**src/design/pdre_pkg.sv**
```systemverilog
`timescale 1ns / 1ps
// Package for the pixel delta/run chunk encoder: chunk opcodes, job type and queue sizing.
// Used by pdre_front, pdre_queue, pdre_back and pixel_delta_run_encoder. No dependencies.
package pdre_pkg;

    localparam logic [7:0] OP_RUN  = 8'h00;
    localparam logic [7:0] OP_RAW  = 8'h01;
    localparam logic [7:0] OP_DIFF = 8'h02;
    localparam logic [7:0] OP_LUMA = 8'h03;

    localparam logic [7:0] RUN_MAX = 8'd255;

    localparam int JOB_BYTES   = 9;
    localparam int RUN_BYTES   = 5;
    localparam int MAIN_BYTES  = 4;
    localparam int QUEUE_DEPTH = 2;

    // All bytes that one pixel causes, in send order, and how many of them count.
    typedef struct packed {
        logic [JOB_BYTES-1:0][7:0] bytes;
        logic [3:0]                count;
    } job_t;

endpackage

```
**src/design/pixel_delta_run_encoder.sv**
```systemverilog
`timescale 1ns / 1ps
// Pixel delta/run chunk encoder, top level. Instantiates pdre_front, pdre_queue and
// pdre_back; depends on pdre_pkg.
//
// One RGB888 pixel per input transaction goes in, one chunk-stream byte per output
// transaction comes out, and last_of_item marks the final byte a pixel caused (a pixel
// that only extends a run causes none). The front end takes a pixel in every cycle in
// which the two-entry job queue has room and turns it into a job of 0 to 9 bytes in the
// same cycle; the back end sends one byte per cycle, while the output is not stalled,
// through a registered output stage. The byte-wide output sets the sustained rate: a
// pixel causes 2 bytes for DIFF, 3 for LUMA, 4 for RAW, plus 5 when a run is flushed
// with it, and a run of repeated pixels is taken at one pixel per cycle while the queue
// has room. Jobs pass the queue, the back end's job register and the output register.
module pixel_delta_run_encoder
    import pdre_pkg::*;
(
    input  logic       clk,
    input  logic       rst_n,
    input  logic       in_valid,
    output logic       in_stall,
    input  logic [7:0] red,
    input  logic [7:0] green,
    input  logic [7:0] blue,
    input  logic       end_of_image,
    output logic       out_valid,
    input  logic       out_stall,
    output logic [7:0] out_byte,
    output logic       last_of_item
);

    logic q_ready;
    logic push;
    job_t push_job;
    logic pop;
    logic pop_valid;
    job_t pop_job;

    // Classify the pixel and build its byte job.
    pdre_front u_front (
        .clk          (clk),
        .rst_n        (rst_n),
        .in_valid     (in_valid),
        .in_stall     (in_stall),
        .red          (red),
        .green        (green),
        .blue         (blue),
        .end_of_image (end_of_image),
        .q_ready      (q_ready),
        .push         (push),
        .push_job     (push_job)
    );

    // Hold jobs so either side can stall on its own.
    pdre_queue u_queue (
        .clk       (clk),
        .rst_n     (rst_n),
        .push      (push),
        .push_job  (push_job),
        .ready     (q_ready),
        .pop       (pop),
        .pop_valid (pop_valid),
        .pop_job   (pop_job)
    );

    // Serialize job bytes onto the output channel.
    pdre_back u_back (
        .clk          (clk),
        .rst_n        (rst_n),
        .q_valid      (pop_valid),
        .q_job        (pop_job),
        .pop          (pop),
        .out_valid    (out_valid),
        .out_stall    (out_stall),
        .out_byte     (out_byte),
        .last_of_item (last_of_item)
    );

endmodule

```
**src/design/pdre_front.sv**
```systemverilog
`timescale 1ns / 1ps
// Front end: accepts pixels, tracks previous pixel and run state, classifies each pixel
// and builds the byte job for it. Depends on pdre_pkg.
module pdre_front
    import pdre_pkg::*;
(
    input  logic       clk,
    input  logic       rst_n,
    input  logic       in_valid,
    output logic       in_stall,
    input  logic [7:0] red,
    input  logic [7:0] green,
    input  logic [7:0] blue,
    input  logic       end_of_image,
    input  logic       q_ready,
    output logic       push,
    output job_t       push_job
);

    logic [23:0] prev_reg, prev_next;
    logic [7:0]  run_reg, run_next;
    logic        first_reg, first_next;

    logic              accept;
    logic [23:0]       cur;
    logic              same;
    logic [7:0]        run_inc;
    logic              emit_run;
    logic [7:0]        run_val;
    logic signed [8:0] dr, dg, db;
    logic signed [9:0] drg, dbg;
    logic              is_diff, is_luma;
    logic [7:0]        main_b [MAIN_BYTES];
    logic [2:0]        main_len;
    logic [7:0]        run_b [RUN_BYTES];
    logic [7:0]        diff_byte, luma_byte;

    assign accept   = in_valid && q_ready;
    assign in_stall = !q_ready;
    assign cur      = {red, green, blue};
    assign same     = (cur == prev_reg);
    assign run_inc  = run_reg + 8'd1;

    assign dr  = $signed({1'b0, red})   - $signed({1'b0, prev_reg[23:16]});
    assign dg  = $signed({1'b0, green}) - $signed({1'b0, prev_reg[15:8]});
    assign db  = $signed({1'b0, blue})  - $signed({1'b0, prev_reg[7:0]});
    assign drg = $signed({dr[8], dr}) - $signed({dg[8], dg});
    assign dbg = $signed({db[8], db}) - $signed({dg[8], dg});

    assign is_diff = (dr >= -9'sd2) && (dr <= 9'sd1) && (dg >= -9'sd2) && (dg <= 9'sd1)
                  && (db >= -9'sd2) && (db <= 9'sd1);
    assign is_luma = (dg >= -9'sd32) && (dg <= 9'sd31) && (drg >= -10'sd8)
                  && (drg <= 10'sd7) && (dbg >= -10'sd8) && (dbg <= 10'sd7);

    assign diff_byte = {2'b00, 2'(dr + 9'sd2), 2'(dg + 9'sd2), 2'(db + 9'sd2)};
    assign luma_byte = {4'(drg + 10'sd8), 4'(dbg + 10'sd8)};

    // A run chunk always precedes the pixel's own chunk, if both occur.
    always_comb
    begin
        emit_run = !first_reg && ((same && ((run_inc == RUN_MAX) || end_of_image))
                                  || (!same && (run_reg != 8'd0)));
        run_val  = same ? run_inc : run_reg;
        run_b[0] = OP_RUN;
        run_b[1] = run_val;
        run_b[2] = prev_reg[23:16];
        run_b[3] = prev_reg[15:8];
        run_b[4] = prev_reg[7:0];

        main_b[0] = OP_RAW;
        main_b[1] = red;
        main_b[2] = green;
        main_b[3] = blue;
        main_len  = 3'd4;
        if (!first_reg && same)
        begin
            main_len = 3'd0;
        end
        else if (!first_reg && is_diff)
        begin
            main_b[0] = OP_DIFF;
            main_b[1] = diff_byte;
            main_len  = 3'd2;
        end
        else if (!first_reg && is_luma)
        begin
            main_b[0] = OP_LUMA;
            main_b[1] = 8'(dg + 9'sd32);
            main_b[2] = luma_byte;
            main_len  = 3'd3;
        end
    end

    always_comb
    begin
        push_job.bytes = '0;
        if (emit_run)
        begin
            for (int i = 0; i < RUN_BYTES; i++)
            begin
                push_job.bytes[i] = run_b[i];
            end
            for (int i = 0; i < MAIN_BYTES; i++)
            begin
                push_job.bytes[i + RUN_BYTES] = main_b[i];
            end
        end
        else
        begin
            for (int i = 0; i < MAIN_BYTES; i++)
            begin
                push_job.bytes[i] = main_b[i];
            end
        end
        push_job.count = (emit_run ? 4'(RUN_BYTES) : 4'd0) + {1'b0, main_len};
    end

    assign push = accept && (push_job.count != 4'd0);

    // Advance pixel state on every accepted transaction.
    always_comb
    begin
        prev_next  = prev_reg;
        run_next   = run_reg;
        first_next = first_reg;
        if (accept)
        begin
            prev_next  = cur;
            run_next   = (!first_reg && same && !emit_run) ? run_inc : 8'd0;
            first_next = end_of_image;
        end
    end

    always_ff @(posedge clk or negedge rst_n)
    begin
        if (!rst_n)
        begin
            prev_reg  <= '0;
            run_reg   <= '0;
            first_reg <= 1'b1;
        end
        else
        begin
            prev_reg  <= prev_next;
            run_reg   <= run_next;
            first_reg <= first_next;
        end
    end

endmodule

```
**src/design/pdre_queue.sv**
```systemverilog
`timescale 1ns / 1ps
// Two-entry job queue between the front end and the byte serializer.
// Depends on pdre_pkg.
module pdre_queue
    import pdre_pkg::*;
(
    input  logic clk,
    input  logic rst_n,
    input  logic push,
    input  job_t push_job,
    output logic ready,
    input  logic pop,
    output logic pop_valid,
    output job_t pop_job
);

    localparam int PTR_W = $clog2(QUEUE_DEPTH);
    localparam int CNT_W = $clog2(QUEUE_DEPTH + 1);

    job_t             mem [QUEUE_DEPTH];
    logic [PTR_W-1:0] wr_ptr_reg, wr_ptr_next;
    logic [PTR_W-1:0] rd_ptr_reg, rd_ptr_next;
    logic [CNT_W-1:0] count_reg, count_next;

    assign ready     = (count_reg != CNT_W'(QUEUE_DEPTH));
    assign pop_valid = (count_reg != '0);
    assign pop_job   = mem[rd_ptr_reg];

    always_comb
    begin
        wr_ptr_next = wr_ptr_reg;
        rd_ptr_next = rd_ptr_reg;
        count_next  = count_reg;
        if (push)
        begin
            wr_ptr_next = (wr_ptr_reg == PTR_W'(QUEUE_DEPTH - 1)) ? '0 : wr_ptr_reg + 1'b1;
        end
        if (pop)
        begin
            rd_ptr_next = (rd_ptr_reg == PTR_W'(QUEUE_DEPTH - 1)) ? '0 : rd_ptr_reg + 1'b1;
        end
        if (push && !pop)
        begin
            count_next = count_reg + 1'b1;
        end
        else if (pop && !push)
        begin
            count_next = count_reg - 1'b1;
        end
    end

    always_ff @(posedge clk)
    begin
        if (push)
        begin
            mem[wr_ptr_reg] <= push_job;
        end
    end

    always_ff @(posedge clk or negedge rst_n)
    begin
        if (!rst_n)
        begin
            wr_ptr_reg <= '0;
            rd_ptr_reg <= '0;
            count_reg  <= '0;
        end
        else
        begin
            wr_ptr_reg <= wr_ptr_next;
            rd_ptr_reg <= rd_ptr_next;
            count_reg  <= count_next;
        end
    end

`ifndef ASSERT_OFF
    a_no_overflow: assert property (@(posedge clk) disable iff (!rst_n)
        push |-> (ready || pop))
        else $error("queue written while full");
    a_no_underflow: assert property (@(posedge clk) disable iff (!rst_n)
        pop |-> pop_valid)
        else $error("queue read while empty");
`endif

endmodule

```
**src/design/pdre_back.sv**
```systemverilog
`timescale 1ns / 1ps
// Back end: takes jobs from the queue and sends their bytes one per cycle while the
// output is not stalled, through a registered output stage. Depends on pdre_pkg.
module pdre_back
    import pdre_pkg::*;
(
    input  logic       clk,
    input  logic       rst_n,
    input  logic       q_valid,
    input  job_t       q_job,
    output logic       pop,
    output logic       out_valid,
    input  logic       out_stall,
    output logic [7:0] out_byte,
    output logic       last_of_item
);

    job_t       cur_reg, cur_next;
    logic [3:0] idx_reg, idx_next;
    logic       busy_reg, busy_next;
    logic       out_valid_reg, out_valid_next;
    logic [7:0] out_byte_reg, out_byte_next;
    logic       out_last_reg, out_last_next;

    logic out_load;
    logic advance;
    logic job_done;

    assign out_load = !out_valid_reg || !out_stall;
    assign advance  = out_load && busy_reg;
    assign job_done = advance && (idx_reg == cur_reg.count - 4'd1);
    assign pop      = q_valid && (!busy_reg || job_done);

    always_comb
    begin
        cur_next       = cur_reg;
        idx_next       = idx_reg;
        busy_next      = busy_reg;
        out_valid_next = out_valid_reg;
        out_byte_next  = out_byte_reg;
        out_last_next  = out_last_reg;
        if (out_load)
        begin
            out_valid_next = busy_reg;
            out_byte_next  = cur_reg.bytes[idx_reg];
            out_last_next  = job_done;
        end
        if (advance)
        begin
            idx_next = idx_reg + 4'd1;
        end
        if (job_done)
        begin
            busy_next = 1'b0;
        end
        // Load the next job when idle or as soon as the current one hands off its last byte.
        if (pop)
        begin
            cur_next  = q_job;
            idx_next  = '0;
            busy_next = 1'b1;
        end
    end

    always_ff @(posedge clk)
    begin
        cur_reg      <= cur_next;
        out_byte_reg <= out_byte_next;
        out_last_reg <= out_last_next;
    end

    always_ff @(posedge clk or negedge rst_n)
    begin
        if (!rst_n)
        begin
            idx_reg       <= '0;
            busy_reg      <= 1'b0;
            out_valid_reg <= 1'b0;
        end
        else
        begin
            idx_reg       <= idx_next;
            busy_reg      <= busy_next;
            out_valid_reg <= out_valid_next;
        end
    end

    assign out_valid    = out_valid_reg;
    assign out_byte     = out_byte_reg;
    assign last_of_item = out_last_reg;

`ifndef ASSERT_OFF
    a_idx_in_job: assert property (@(posedge clk) disable iff (!rst_n)
        busy_reg |-> (idx_reg < cur_reg.count))
        else $error("byte index past end of job");
    a_job_nonempty: assert property (@(posedge clk) disable iff (!rst_n)
        busy_reg |-> (cur_reg.count >= 4'd2))
        else $error("job shorter than any chunk");
`endif

endmodule
```
**config.mk**
```make
export PLATFORM = sky130hd
export DESIGN_NAME = pixel_delta_run_encoder
export DESIGN_NICKNAME = d
export VERILOG_FILES = /design/src/design/pdre_pkg.sv /design/src/design/pixel_delta_run_encoder.sv /design/src/design/pdre_front.sv /design/src/design/pdre_queue.sv /design/src/design/pdre_back.sv
export SDC_FILE = /design/constraint.sdc
export NUM_CORES = 1
export LEC_CHECK = 0
export ABC_CLOCK_PERIOD_IN_PS = 10800
export BUFFER_PORTS_ARGS = -buffer_cell sky130_fd_sc_hd__clkbuf_2
export CORE_MARGIN = 4
export CORE_UTILIZATION = 30
export CTS_CLUSTER_DIAMETER = 200
export CTS_CLUSTER_SIZE = 40
export DETAILED_ROUTE_END_ITERATION = 10
export SLEW_MARGIN = 20
export SYNTH_ARGS = -nofsm -noshare
export SYNTH_HDL_FRONTEND = slang
export SYNTH_SLANG_ARGS = --single-unit
export TNS_END_PERCENT = 100
```
**constraint.sdc**
```tcl
create_clock -name clk -period 10.8 [get_ports clk]
set_input_delay 2.16 -clock clk [delete_from_list [all_inputs] [get_ports clk]]
set_output_delay 2.16 -clock clk [all_outputs]
set_load 0.005 [all_outputs]
```
==> run metrics <==
status finished clean; register area share after synthesis 55.2%; max FFs per register 128; Netlist cell types 96; Worst EP arrival 8.31 ns; Placed Instance Area 13700 um^2; post-route design area 14000 um^2; syn avg cell area 12.3 um^2; Avg Vias per Cell 5.24; placed cells 1589; Max-slew headroom 32.0%; drt drc 0; critical path endpoint category flip-flop; I/O Buffers 39; fillers 4144; Fmax 0.121 GHz; H-tree levels 1; RSZ-0062 raised after global routing no; crit path from green[0]; clock power share 11.7%; reg2reg start u_front.prev_reg[8]$_DFFE_PN0P_; die area 46400 um^2; Setup Buffers After CTS 0; final setup vio count 0; Routed WL 31.3 mm; async set-reset flop share out of synthesis 17.6%; antenna cell count 0; layout cells sized above 1 18.6%; # resized after CTS 0; GRT overflow 0; Worst path max stage delay 0.72 ns; Die Height 215 um; Slew @ Worst Pin 1.02 ns; Multi-input gate area 5430 um^2; Comb power frac 54.1%; antenna violations before repair 0; CTS Hold Bufs 0; Initial Util 30.5%; Synth Flop Type edfxtp_1; Req. time, crit path 10.86 ns; sw frac 42.1%; final hold vios 0; CP Class primary input to flip-flop; Layout Nets 1142; CP Launch Type primary input; largest fanout on the critical path 64; Clk pin slew, worst setup/hold paths 0.14 ns; Min-Delay Path Class flip-flop to flip-flop; crit path time final 8.25 ns; leak pwr 4.99 nW; router iterations before antenna repair 5; Post-Synthesis Net Count 1129; number of max-cap violations 0; # IOs 40; clk_skew 0.0626 ns; Clock Path Buffers 3; die width 215 um; Hold WS 0.493 ns; DRT antenna net count 0; cell repeated most along the worst path nor2_1; Root Buffer clkbuf_16; part of the power in registers 34.2%; pwr dens 291 nW/um^2; vias in the first global route 8064; hpwl dp 22.6 mm; Rows 75; Max IR drop VDD 0.176 mV; #FFs+latches synth 244; Layout Area Growth over Synthesis 8.55%; GRT Total Usage 13.1%; pin count of the biggest net entering global routing 66; TritonCTS Buffers 10; cell count after synthesis 1049; Power Internal 2.36 mW; CP max-delay cell buf_4; DR iter-0 viols 752; EDFF count, synth 201; non-filler cells, final 1605; core area 42200 um^2; Wirelength per Cell 19.5 um; Slew Limit Fails 0; via count 8405; YS warnings 0; Worst-Skew Late Latency 0.49 ns; synthesized cell area 12900 um^2; Total Power 4.08 mW; Final period util 76.4%; CTS tree done; sw power 1.72 mW; CTS sink cnt 244; hold path start u_queue.mem[0][27]$_DFFE_PP_; GP Congestion 0.922; first-pass GRT wire length 48.4 mm; Reg area 7110 um^2
[per-stage QoR]
stage / TNS, ns / worst slack, ns / util, %
2_1_floorplan: -111.77 / -0.873 / -
3_3_place_gp: 0 / 2.21 / 32.4
3_5_place_dp: 0 / 2.08 / 32.4
4_1_cts: 0 / 2.54 / 33.1
5_1_grt: 0 / 1.96 / 33.2
6_report: 0 / 2.55 / 33.2
[cell type report]
| class | count | share of cell area, % |
|---|---|---|
| timing repair buffer | 47 | 1.82 |
| multi-input combinational | 705 | 38.8 |
| tap | 539 | 4.82 |
| clock buffer | 15 | 2.07 |
| sequential | 244 | 50.8 |
| inverter | 54 | 1.45 |
| clock inverter | 1 | 0.214 |
[kinds of logic (layout without fill, tap and decap cells)]
| kind of cell | Yosys count | count (layout) | share of synthesized area, % |
|---|---|---|---|
| xor+xnor | 41 | 41 | 2.96 |
| fa+ha+maj | 53 | 53 | 5.41 |
| flops | 244 | 244 | 55.2 |
| mux | 104 | 104 | 9.34 |
| buf+inv | 100 | 117 | 3.16 |
| simple gates | 293 | 293 | 12.1 |
| compound gates | 214 | 214 | 11.9 |
[worst paths after layout]
kind,endpoint,slack [ns],cells after the start
setup reg to reg,u_queue.mem[1][27]$_DFFE_PP_,3.96,27
max in group asynchronous,u_queue.rd_ptr_reg$_DFFE_PN0P_,8.55,2
min in group asynchronous,u_back.out_valid$_DFFE_PN0P_,1.76,2
hold reg to reg,u_back.cur_reg[27]$_DFFE_PP_,0.49,1
hold / removal,u_back.cur_reg[27]$_DFFE_PP_,0.49,1
setup / recovery,u_queue.mem[1][27]$_DFFE_PP_,2.55,29
[power groups by stage]
stage	logic, mW	clock network, mW	registers (mW)
floorplan	1.72	0	1.40
global placement	2.15	0	1.41
detailed placement	2.18	0	1.42
CTS	2.19	0.488	1.40
global route	2.44	0.522	1.42
finish	2.21	0.476	1.39
[synth_stat cells (all sizes together) (10+ instances only)]
cell | count | area [um^2]
a211oi | 16 | 133
a21o | 15 | 113
a21oi | 46 | 245
a221oi | 10 | 111
and2 | 14 | 91.3
clkbuf | 37 | 143
dfrtp | 42 | 1050
edfxtp | 201 | 6040
ha | 46 | 576
inv | 54 | 203
mux2 | 91 | 1020
nand2 | 47 | 179
nand2b | 21 | 134
nand3 | 24 | 120
nand4 | 17 | 106
nor2 | 77 | 292
nor2b | 10 | 62.6
nor3 | 28 | 140
o211ai | 11 | 92.6
o21ai | 56 | 284
or3 | 14 | 87.6
xnor2 | 25 | 226
xor2 | 16 | 155
[worst max-delay path, delay by kind of cell]
kind                     cells  cell delay [ns]
AND/OR/NAND/NOR             10             1.54
AO/OA/AOI/OAI                9             1.61
buffers and inverters        4             1.02
XOR/XNOR                     2             0.70
adder cells (fa/ha/maj)      4             1.26
[per-layer routing]
layer	GRT usage (%)	wire [um]	share of wire (%)	vias to the layer above
met4	3.65	895	2.9	0
met5	0	0	0	-
met1	19.2	14600	47	4145
met3	1.38	1650	5.3	48
met2	20.7	14200	45	251
li1	-	-	-	3961
[placed cells by master (no fill, tap or decap), drive strengths merged, types with 10 or more instances in the layout]
cell    netlist  routed
dfrtp        42      42
nand3        24      24
and2         14      14
o211ai       11      11
ha           46      46
nand2        47      47
nand2b       21      21
edfxtp      201     201
xnor2        25      25
or3          14      14
nand4        17      17
clkbuf       37      54
inv          54      54
a221oi       10      10
nor3         28      28
o21ai        56      56
nor2b        10      10
a211oi       16      16
xor2         16      16
nor2         77      77
mux2         91      91
a21o         15      15
a21oi        46      46
Note: power is estimated with default switching activity, not from simulation.
